## src/psp_pkg.sv

```systemverilog
`timescale 1ns / 1ps

package psp_pkg;

	typedef enum logic [1:0] {
		KIND_PROGRAM = 2'd0,
		KIND_NETWORK = 2'd1,
		KIND_SUMMARY = 2'd2
	} kind_t;

	localparam logic [10:0] MAX_PROGRAMS  = 11'd1024;
	localparam logic [12:0] POS_MAX       = 13'h1fff;
	localparam logic [3:0]  HDR_COUNT     = 4'd8;
	localparam logic [3:0]  LEN_HI_MASK   = 4'hf;
	localparam logic [4:0]  PID_HI_MASK   = 5'h1f;
	localparam logic [13:0] TOTAL_EXTRA   = 14'd3;
	localparam logic [12:0] FIRST_ENTRY_END = 13'd11;
	localparam logic [12:0] MIN_END_POS   = 13'd2;

	typedef struct packed {
		logic [7:0] byte_value;
		logic       section_start;
	} in_item_t;

	typedef struct packed {
		kind_t       kind;
		logic [15:0] prog_num;
		logic [12:0] pid;
		logic [7:0]  tbl_id;
		logic [10:0] program_count;
		logic [11:0] sect_len;
		logic [15:0] stream_id;
		logic [4:0]  version;
		logic        current_next;
		logic [7:0]  section_index;
		logic [7:0]  last_section_index;
		logic [31:0] crc_word;
	} result_t;

endpackage

```

## src/psp_in_stage.sv

```systemverilog
`timescale 1ns / 1ps

module psp_in_stage (
	input  logic             clk,
	input  logic             arst_n,
	input  logic             in_valid,
	output logic             in_stall,
	input  psp_pkg::in_item_t in_item,
	input  logic             advance,
	output logic             item_valid_s1,
	output psp_pkg::in_item_t item_s1
);
	import psp_pkg::*;

	logic take;

	assign in_stall = item_valid_s1 && !advance;
	assign take     = in_valid && !in_stall;

	always_ff @(posedge clk or negedge arst_n) begin
		if (!arst_n) begin
			item_valid_s1 <= 1'b0;
		end else if (take) begin
			item_valid_s1 <= 1'b1;
		end else if (advance) begin
			item_valid_s1 <= 1'b0;
		end
	end

	always_ff @(posedge clk) begin
		if (take) begin
			item_s1 <= in_item;
		end
	end

endmodule

```

## src/psp_decode.sv

```systemverilog
`timescale 1ns / 1ps

module psp_decode (
	input  logic              clk,
	input  logic              arst_n,
	input  logic              advance,
	input  logic              item_valid_s1,
	input  psp_pkg::in_item_t item_s1,
	output logic              has_result,
	output psp_pkg::result_t  result
);
	import psp_pkg::*;

	logic             in_section_q;
	logic [12:0]      pos_q;
	logic [7:0][7:0]  hdr_q;
	logic [23:0]      entry_q;
	logic [31:0]      tail_q;
	logic [10:0]      count_q;

	logic             eff_in;
	logic [12:0]      eff_pos;
	logic [7:0][7:0]  eff_hdr;
	logic [7:0][7:0]  hdr_n;
	logic [23:0]      eff_entry;
	logic [31:0]      eff_tail;
	logic [31:0]      tail_n;
	logic [10:0]      eff_count;
	logic [11:0]      len;
	logic [13:0]      total;
	logic [13:0]      pos_next;
	logic             is_entry;
	logic             is_summary;
	logic [15:0]      pn;
	logic             do_step;

	always_comb begin
		if (item_s1.section_start) begin
			eff_in    = 1'b1;
			eff_pos   = '0;
			eff_hdr   = '0;
			eff_entry = '0;
			eff_tail  = '0;
			eff_count = '0;
		end else begin
			eff_in    = in_section_q;
			eff_pos   = pos_q;
			eff_hdr   = hdr_q;
			eff_entry = entry_q;
			eff_tail  = tail_q;
			eff_count = count_q;
		end

		hdr_n = eff_hdr;
		for (int k = 0; k < 8; k++) begin
			if ({1'b0, eff_pos} < {10'd0, HDR_COUNT} && eff_pos[2:0] == 3'(k)) begin
				hdr_n[k] = item_s1.byte_value;
			end
		end
		tail_n = {eff_tail[23:0], item_s1.byte_value};

		len      = {hdr_n[1][3:0] & LEN_HI_MASK, hdr_n[2]};
		total    = {2'b00, len} + TOTAL_EXTRA;
		pos_next = {1'b0, eff_pos} + 14'd1;
		pn       = eff_entry[23:8];

		is_entry   = eff_in && eff_pos >= FIRST_ENTRY_END && eff_pos[1:0] == 2'b11 &&
			pos_next < total;
		is_summary = eff_in && eff_pos >= MIN_END_POS && pos_next == total;
		has_result = is_entry || is_summary;

		result = '0;
		if (is_summary) begin
			result.kind               = KIND_SUMMARY;
			result.tbl_id             = hdr_n[0];
			result.program_count      = eff_count;
			result.sect_len           = len;
			result.stream_id          = {hdr_n[3], hdr_n[4]};
			result.version            = hdr_n[5][5:1];
			result.current_next       = hdr_n[5][0];
			result.section_index      = hdr_n[6];
			result.last_section_index = hdr_n[7];
			result.crc_word           = tail_n;
		end else if (is_entry) begin
			result.kind = (pn == 16'd0) ? KIND_NETWORK : KIND_PROGRAM;
			result.prog_num = pn;
			result.pid = {eff_entry[4:0] & PID_HI_MASK, item_s1.byte_value};
		end
	end

	assign do_step = advance && item_valid_s1 && eff_in;

	always_ff @(posedge clk or negedge arst_n) begin
		if (!arst_n) begin
			in_section_q <= 1'b0;
			pos_q        <= '0;
			hdr_q        <= '0;
			entry_q      <= '0;
			tail_q       <= '0;
			count_q      <= '0;
		end else if (do_step) begin
			in_section_q <= !is_summary;
			pos_q        <= (eff_pos < POS_MAX) ? pos_next[12:0] : eff_pos;
			hdr_q        <= hdr_n;
			entry_q      <= {eff_entry[15:0], item_s1.byte_value};
			tail_q       <= tail_n;
			if (is_entry && pn != 16'd0 && eff_count < MAX_PROGRAMS) begin
				count_q <= eff_count + 11'd1;
			end else begin
				count_q <= eff_count;
			end
		end
	end

	a_count_bound: assert property (@(posedge clk) disable iff (!arst_n)
		count_q <= MAX_PROGRAMS)
		else $error("program count beyond limit");

	a_summary_closes: assert property (@(posedge clk) disable iff (!arst_n)
		do_step && is_summary |=> !in_section_q)
		else $error("section still open after summary");

	a_idle_silent: assert property (@(posedge clk) disable iff (!arst_n)
		!in_section_q && !item_s1.section_start |-> !has_result)
		else $error("result outside a section");

	a_one_kind: assert property (@(posedge clk) disable iff (!arst_n)
		!(is_entry && is_summary))
		else $error("entry and summary in one transaction");

endmodule

```

## src/pat_section_parser_unit.sv

```systemverilog
`timescale 1ns / 1ps
// path: an accepted byte is registered in the input stage, and its result is then registered in the output stage
// throughput: one byte per cycle, set by the single decode pass between input
// and result registers; a stalled result holds back the input stage
// reset: arst_n clears both valid flags and all section state (no open section)
// payload registers are not reset

module pat_section_parser_unit (
	input  logic        clk,
	input  logic        arst_n,
	input  logic        in_valid,
	output logic        in_stall,
	input  logic [7:0]  byte_value,
	input  logic        section_start,
	output logic        out_valid,
	input  logic        out_stall,
	output logic [1:0]  kind,
	output logic [15:0] prog_num,
	output logic [12:0] pid,
	output logic [7:0]  tbl_id,
	output logic [10:0] program_count,
	output logic [11:0] sect_len,
	output logic [15:0] stream_id,
	output logic [4:0]  version,
	output logic        current_next,
	output logic [7:0]  section_index,
	output logic [7:0]  last_section_index,
	output logic [31:0] crc_word
);
	import psp_pkg::*;

	in_item_t in_item;
	in_item_t item_s1;
	logic     item_valid_s1;
	logic     advance;
	logic     has_result;
	result_t  result;
	logic     out_valid_s2;
	result_t  result_s2;

	assign in_item.byte_value    = byte_value;
	assign in_item.section_start = section_start;

	assign advance = item_valid_s1 && (!out_valid_s2 || !out_stall);

	psp_in_stage u_in_stage (
		.clk           (clk),
		.arst_n        (arst_n),
		.in_valid      (in_valid),
		.in_stall      (in_stall),
		.in_item       (in_item),
		.advance       (advance),
		.item_valid_s1 (item_valid_s1),
		.item_s1       (item_s1)
	);

	psp_decode u_decode (
		.clk           (clk),
		.arst_n        (arst_n),
		.advance       (advance),
		.item_valid_s1 (item_valid_s1),
		.item_s1       (item_s1),
		.has_result    (has_result),
		.result        (result)
	);

	always_ff @(posedge clk or negedge arst_n) begin
		if (!arst_n) begin
			out_valid_s2 <= 1'b0;
		end else if (advance) begin
			out_valid_s2 <= has_result;
		end else if (!out_stall) begin
			out_valid_s2 <= 1'b0;
		end
	end

	always_ff @(posedge clk) begin
		if (advance && has_result) begin
			result_s2 <= result;
		end
	end

	assign out_valid          = out_valid_s2;
	assign kind               = result_s2.kind;
	assign prog_num           = result_s2.prog_num;
	assign pid                = result_s2.pid;
	assign tbl_id             = result_s2.tbl_id;
	assign program_count      = result_s2.program_count;
	assign sect_len           = result_s2.sect_len;
	assign stream_id          = result_s2.stream_id;
	assign version            = result_s2.version;
	assign current_next       = result_s2.current_next;
	assign section_index      = result_s2.section_index;
	assign last_section_index = result_s2.last_section_index;
	assign crc_word           = result_s2.crc_word;

	a_no_overwrite: assert property (@(posedge clk) disable iff (!arst_n)
		out_valid_s2 && out_stall |-> !advance)
		else $error("pending result overwritten");

	a_stall_needs_item: assert property (@(posedge clk) disable iff (!arst_n)
		in_stall |-> item_valid_s1 && out_valid_s2 && out_stall)
		else $error("input stalled without cause");

	a_result_follows: assert property (@(posedge clk) disable iff (!arst_n)
		advance && has_result |=> out_valid_s2)
		else $error("result dropped");

endmodule
```

## config.mk

```make
export PLATFORM = sky130hd
export DESIGN_NAME = pat_section_parser_unit
export DESIGN_NICKNAME = d
export VERILOG_FILES = /design/src/psp_pkg.sv /design/src/psp_in_stage.sv /design/src/psp_decode.sv /design/src/pat_section_parser_unit.sv
export SDC_FILE = /design/constraint.sdc
export NUM_CORES = 1
export LEC_CHECK = 0
export BUFFER_PORTS_ARGS = -buffer_cell sky130_fd_sc_hd__buf_2
export CAP_MARGIN = 20
export CORE_MARGIN = 2
export CORE_UTILIZATION = 29
export DETAILED_ROUTE_END_ITERATION = 10
export GPL_TIMING_DRIVEN = 0
export HOLD_SLACK_MARGIN = 0.15
export SKIP_LAST_GASP = 1
export SYNTH_ARGS = -nofsm -noshare
export SYNTH_HDL_FRONTEND = slang
export SYNTH_SLANG_ARGS = --single-unit
```

## constraint.sdc

```tcl
create_clock -name clk -period 19.3 [get_ports clk]
set_input_delay 1.93 -clock clk [delete_from_list [all_inputs] [get_ports clk]]
set_output_delay 1.93 -clock clk [all_outputs]
set_load 0.02 [all_outputs]
```

**Word-level counts from Yosys, hierarchy flattened**

Cells that the tools add are included.

- Bits in registers: 274
- Input bits: 13
- Output and inout port bits: 134

- Add/sub/neg operators: 3
- $lt $le $gt $ge: 6
- Equality and inequality tests: 10
- Mux-type cells: 21
- Bitwise operators: 1
- Reduce and logical (&&, ||, !) cells: 33

Operators with widths:

| operator | number |
|---|---|
| $mux 64 | 1 |
| $mux 24 | 2 |
| $mux 8 | 6 |
| $mux 13 | 2 |
| $mux 11 | 2 |
| $logic_and 1x1->1 | 21 |
| $logic_not 16->1 | 1 |
| $reduce_bool 16->1 | 1 |
| $add 13x1->14 const B | 1 |
| $eq 14x14->1 | 1 |
| $lt 14x14->1 | 1 |
| $add 12x2->13 const B | 1 |
| $ge 13x2->1 const B | 1 |
| $ge 13x4->1 const B | 1 |
| $lt 13x13->1 const B | 1 |
| $lt 13x4->1 const B | 1 |
| $eq 3x3->1 const B | 4 |
| $add 11x1->11 const B | 1 |
| $lt 11x11->1 const B | 1 |
| $eq 3x2->1 const B | 2 |
| $mux 1 | 6 |
| $mux 6 | 1 |
| $logic_not 1->1 | 5 |
| $mux 4 | 1 |
| 8 further kinds | 9 |

**Longest topological paths before layout**

- Word-level depth: 10
- Depth in mapped cells: 21

**Hierarchy**

From an unflattened synthesis, not the netlist that was laid out.

- Cell total of the unflattened synthesis: 982
- Area, all modules: 11149.4 um^2

By module, submodules not included:

| module | times used | cells each | area an instance (um^2) |
|---|---|---|---|
| psp_decode | 1 | 830 | 6810.3 |
| pat_section_parser_unit | 1 | 138 | 4011.3 |
| psp_in_stage | 1 | 14 | 327.8 |

**Least setup slack after synthesis**

Ideal clock, no wire load.

- Path kind: flip-flop to flip-flop
- Start: reg u_in_stage.item_s1[0] (netlist name)
- End: reg result_s2 (netlist bit crc_word[0]) (enable)
- Arrival time: 9253 ps
- Required time: 18676 ps
- Setup slack: 9423 ps
- Cell stages (with the launch flop): 21
- Path buffers: 4
- Clock period less this slack: 9877 ps
- Path through: edfxtp_1 -> inv_1 -> clkbuf_1 -> buf_1 -> nand2_1 -> inv_1 -> ha_1 -> and3_1 -> nand4_1 -> or3_1 -> a21oi_1 -> ha_1 -> nand3_1 -> nor4_1 -> o41ai_2 -> nand2b_1 -> buf_4 -> inv_2 -> buf_6 -> nor2_1 -> nor2_1

- Cells in the longest elaborated chain, start to end: 9
- Elaborated cells on any way between the ends: 24
- Those cells by class: add/sub (2); order compare (4); eq/ne (4); mux (5); reduce/logical (9)

Ends and longest elaborated chain:

| item | line | source |
|---|---|---|
| $mux 13 | psp_decode.sv:38 | `if (item_s1.section_start) begin` |
| $lt 13x4->1 (tied with other cells) | psp_decode.sv:56 | `if ({1'b0, eff_pos} < {10'd0, HDR_COUNT} && eff_pos[2:0] == 3'(k)) begin` |
| $logic_and 1x1->1 | psp_decode.sv:56 |  |
| $mux 8 or $mux 4 (tied branches) | psp_decode.sv:56 |  |
| $add 12x2->13 | psp_decode.sv:63 | `total = {2'b00, len} + TOTAL_EXTRA;` |
| $eq 14x14->1 | psp_decode.sv:69 | `is_summary = eff_in && eff_pos >= MIN_END_POS && pos_next == total;` |
| $logic_and 1x1->1 * | psp_decode.sv:69 |  |
| named net u_decode.is_summary | psp_decode.sv:33 | `logic is_summary;` |
| $logic_or 1x1->1 * | psp_decode.sv:70 | `has_result = is_entry \|\| is_summary;` |
| $logic_and 1x1->1 * | pat_section_parser_unit.sv:78 | `if (advance && has_result) begin` |
| end signal: assignment | pat_section_parser_unit.sv:79 | `result_s2 <= result;` |
| end: declaration | pat_section_parser_unit.sv:39 | `result_t result_s2;` |

The timed path passes the listed nets; every way through them passes the cells marked *. The select of a mux whose other input is x is not followed.
A chain may end at the register's enable or synchronous reset.

**Worst setup path in the final report**

- Start: reg u_in_stage.item_s1[0] (netlist name)
- End: reg result_s2 (netlist bit stream_id[11]) (enable)

- Cells in the longest elaborated chain, start to end: 9
- Elaborated cells on any way between the ends: 24
- Those cells by class: add/sub (2); order compare (4); eq/ne (4); mux (5); reduce/logical (9)

Ends and longest elaborated chain:

| item | line |
|---|---|
| $mux 13 | psp_decode.sv:38 |
| $lt 13x4->1 (tied with other cells) | psp_decode.sv:56 |
| $logic_and 1x1->1 | psp_decode.sv:56 |
| $mux 8 or $mux 4 (tied branches) | psp_decode.sv:56 |
| $add 12x2->13 | psp_decode.sv:63 |
| $eq 14x14->1 | psp_decode.sv:69 |
| $logic_and 1x1->1 * | psp_decode.sv:69 |
| named net u_decode.is_summary | psp_decode.sv:33 |
| $logic_or 1x1->1 * | psp_decode.sv:70 |
| $logic_and 1x1->1 * | pat_section_parser_unit.sv:78 |

Marked as above.

==> summary.txt <==
GRT overflow: 0
Netlist Area Pre-Place: 11300 um2
Post-synth top cells: edfxtp_1 (141), nand2_1 (124), dfrtp_1 (109), nor2_1 (74), nand3_1 (59)
Crit start category: register
Vias: 8500
Ys Warns: 0
Sequential share of power: 0.481
Tightest Pin Transition: 0.817 ns
Worst Clk Skew: 0.0122 ns
Top cell type by total area after synthesis: edfxtp_1
Total CTS buffers: 28
Root buffer cell: clkbuf_16
Leakage power: 0.00535 uW
Syn_area_per_cell: 11.4 um2
Final Setup Violations: 0
Largest net degree at the start of global routing: 83
Critical path capture point type: register
Ranking of synthesized cells by area: edfxtp_1 (38%), dfrtp_1 (24%), nand2_1 (4.1%)
Crit-path max FO: 36
Post-CTS Resized: 0
Max Root-Sink Buffers: 3
Synth unique cells: 65
Int Power: 931 uW
Share of synthesized registers carrying an async set or reset: 0.436
Drt total wl: 32800 um
Initial core utilization: 0.293
Post-synth EDFFs: 141
Die area: 40500 um2
Comb pwr share: 0.124
Net load switching power: 363 uW
FP Rows: 72
Crit path largest cell delay: 0.60 ns
Clock power share: 0.394
H-tree Lvls: 1
FF-to-FF path depth: 23
WP data required: 19.55 ns
Flops & latches, synth: 250
Hold path depth: 2
Min-Delay Path Class: register to register
Clock Sinks: 250
# diodes: 0
Antenna violations before repair: 1
Hold_buf cts: 0
RSZ-0062 raised after global routing: no
Setup CP Type: register to register
Critical path's most frequent cell: buf_12
Fin. max-slew vios: 0
CP cell instances: inv_1, clkbuf_1, buf_1, nand2_1, inv_1, ha_1, nand2_1, a31oi_1, nor3_1, nand2b_1, ha_1, nand4_1, nor4_1, o41ai_2, nand2b_1, buf_4, inv_2, buf_6, nor2_1, nor2_4, buf_12, buf_12, buf_12
Layout Cells excl Fill: 1712
Port-buffer cells: 146
Switching share of power: 0.280
Core footprint: 38600 um2
Status: finished clean
Seq/Total Area, Yosys: 0.617
Routed len/inst: 19.2 um
Fillcell total: 3908
Top cell type's share of synthesized area: 0.375
Tot GR Track Use: 0.158
Via density: 4.96
Syn Inst Count: 992
Most frequent cell after synthesis: edfxtp_1
Io pins: 147
Post-CTS Setup Bufs: 0
Final ANT Viol Nets: 0
Hpwl dp: 23000 um
Max-cap viol count: 0
First-pass GRT wire length: 49900 um
Slowest cell on the critical path: nor2_4
NumNets Final: 1206
Fmax: 142 MHz
P&R area growth vs syn: 21.2%
Hold Fails Final Rpt: 0
Relative slew slack: 0.455
Drt pass-1 iters: 7
Vias in the first global route: 8338
Period minus WS final: 7.02 ns
Placed insts: 1661
Worst-path clk slew: 0.06 ns
Die height: 201 um
Synth Flop Type: edfxtp_1
Die width: 201 um
Pwr/cell area: 94.7 nW/um2
Drc violations: 0
Worst EP arrival: 7.27 ns
Setup TNS: 0 ns
CTS tree: built
GP Congestion: 0.888
Mapped Nets: 1025
Max VDD drop: 0.0804 mV
Number of DRC markers in iteration 0: 666
Final period utilization: 0.364
Share of layout cells above drive strength 1: 0.203
Clk Latency, worst-skew pair: 0.56 ns
-- cells in the final DEF, fill, tap and decap left out, types with 45 or more instances in the layout --
master | netlist | final
nor2_1 | 74 | 73
a21oi_1 | 52 | 52
buf_2 | 21 | 166
edfxtp_1 | 141 | 141
nand3_1 | 59 | 59
and2_1 | 45 | 45
dfrtp_1 | 109 | 109
a22o_1 | 52 | 52
nand2_1 | 124 | 124
-- logic make-up (layout without fill, tap and decap cells) --
kind of cell | after synthesis | after routing | synth area share
flops | 250 | 250 | 0.617
fa+ha+maj | 20 | 20 | 0.0222
mux | 3 | 3 | 0.00266
buf+inv | 95 | 297 | 0.0369
xor+xnor | 18 | 18 | 0.0140
compound gates | 197 | 197 | 0.124
simple gates | 409 | 409 | 0.183
-- per-stage QoR --
stage / utilization / power (uW) / worst slack, ns / area, um2 / hold WS (ns)
after CTS: 0.355 / 1300 / 12.31 / 13700 / 0.486
after global routing: 0.355 / 1340 / 11.89 / 13700 / 0.506
final: 0.355 / 1290 / 12.28 / 13700 / 0.483
after floorplan: - / 732 / 9.42 / 11300 / 0.451
after detailed placement: 0.331 / 793 / 12.34 / 12800 / 0.471
after global placement: 0.328 / 789 / 5.39 / 12700 / 0.471
-- power by group through the flow --
stage / sequential, uW / combinational [uW] / clock [uW]
after floorplan: 635 / 96.6 / 0
after global placement: 635 / 154 / 0
after detailed placement: 633 / 159 / 0
after CTS: 623 / 160 / 520
after global routing: 627 / 176 / 541
final: 623 / 161 / 510
-- worst max-delay path: cells and delay by family (launching register included) --
| family | cells | cell delay [ns] |
|---|---|---|
| buffers and inverters | 10 | 2.67 |
| AOI/OAI and AO/OA | 2 | 0.70 |
| and+or+nand+nor | 9 | 2.16 |
| adders and majority gates | 2 | 0.65 |
| DFF | 1 | 0.48 |
-- per-layer routing --
| layer | GRT usage | wire, um | vias up |
|---|---|---|---|
| met5 | 0 | 13 | - |
| met4 | 0.0373 | 748 | 2 |
| met1 | 0.221 | 14900 | 4156 |
| met2 | 0.252 | 15100 | 329 |
| met3 | 0.0306 | 2090 | 53 |
| li1 | - | - | 3960 |
-- state kept, by name, summed over array words and instances, names as in the netlist, 9 cells and up --
name / flops
u_in_stage.item_s1: 9
u_decode.count_q: 11
sect_len: 12
u_decode.tail_q: 24
crc_word: 32
u_decode.pos_q: 13
prog_num: 16
stream_id: 16
program_count: 11
u_decode.hdr_q: 58
pid: 13
-- area by class of cell --
| type | instances | area [um2] | share of cell area |
|---|---|---|---|
| Buffer | 71 | 327 | 0.0239 |
| Timing Repair Buffer | 151 | 845 | 0.0618 |
| Multi-Input combinational cell | 647 | 3910 | 0.286 |
| Clock buffer | 31 | 712 | 0.0521 |
| Inverter | 24 | 90.1 | 0.00659 |
| Clock inverter | 20 | 176 | 0.0129 |
| Sequential cell | 250 | 6960 | 0.509 |
| Tap cell | 518 | 648 | 0.0474 |
-- worst paths after layout --
path	end	slack, ns	start
max in group asynchronous	u_decode.count_q[5]	17.34	arst_n
worst max register to register	stream_id[11]	12.28	u_in_stage.item_s1[0]
worst min register to register	u_decode.hdr_q[11]	0.48	u_decode.hdr_q[11]
worst min-delay path	u_decode.hdr_q[11]	0.48	u_decode.hdr_q[11]
min in group asynchronous	u_decode.hdr_q[6]	1.24	arst_n
worst max-delay path	stream_id[11]	12.28	u_in_stage.item_s1[0]
(Power assumes the default switching activity.)
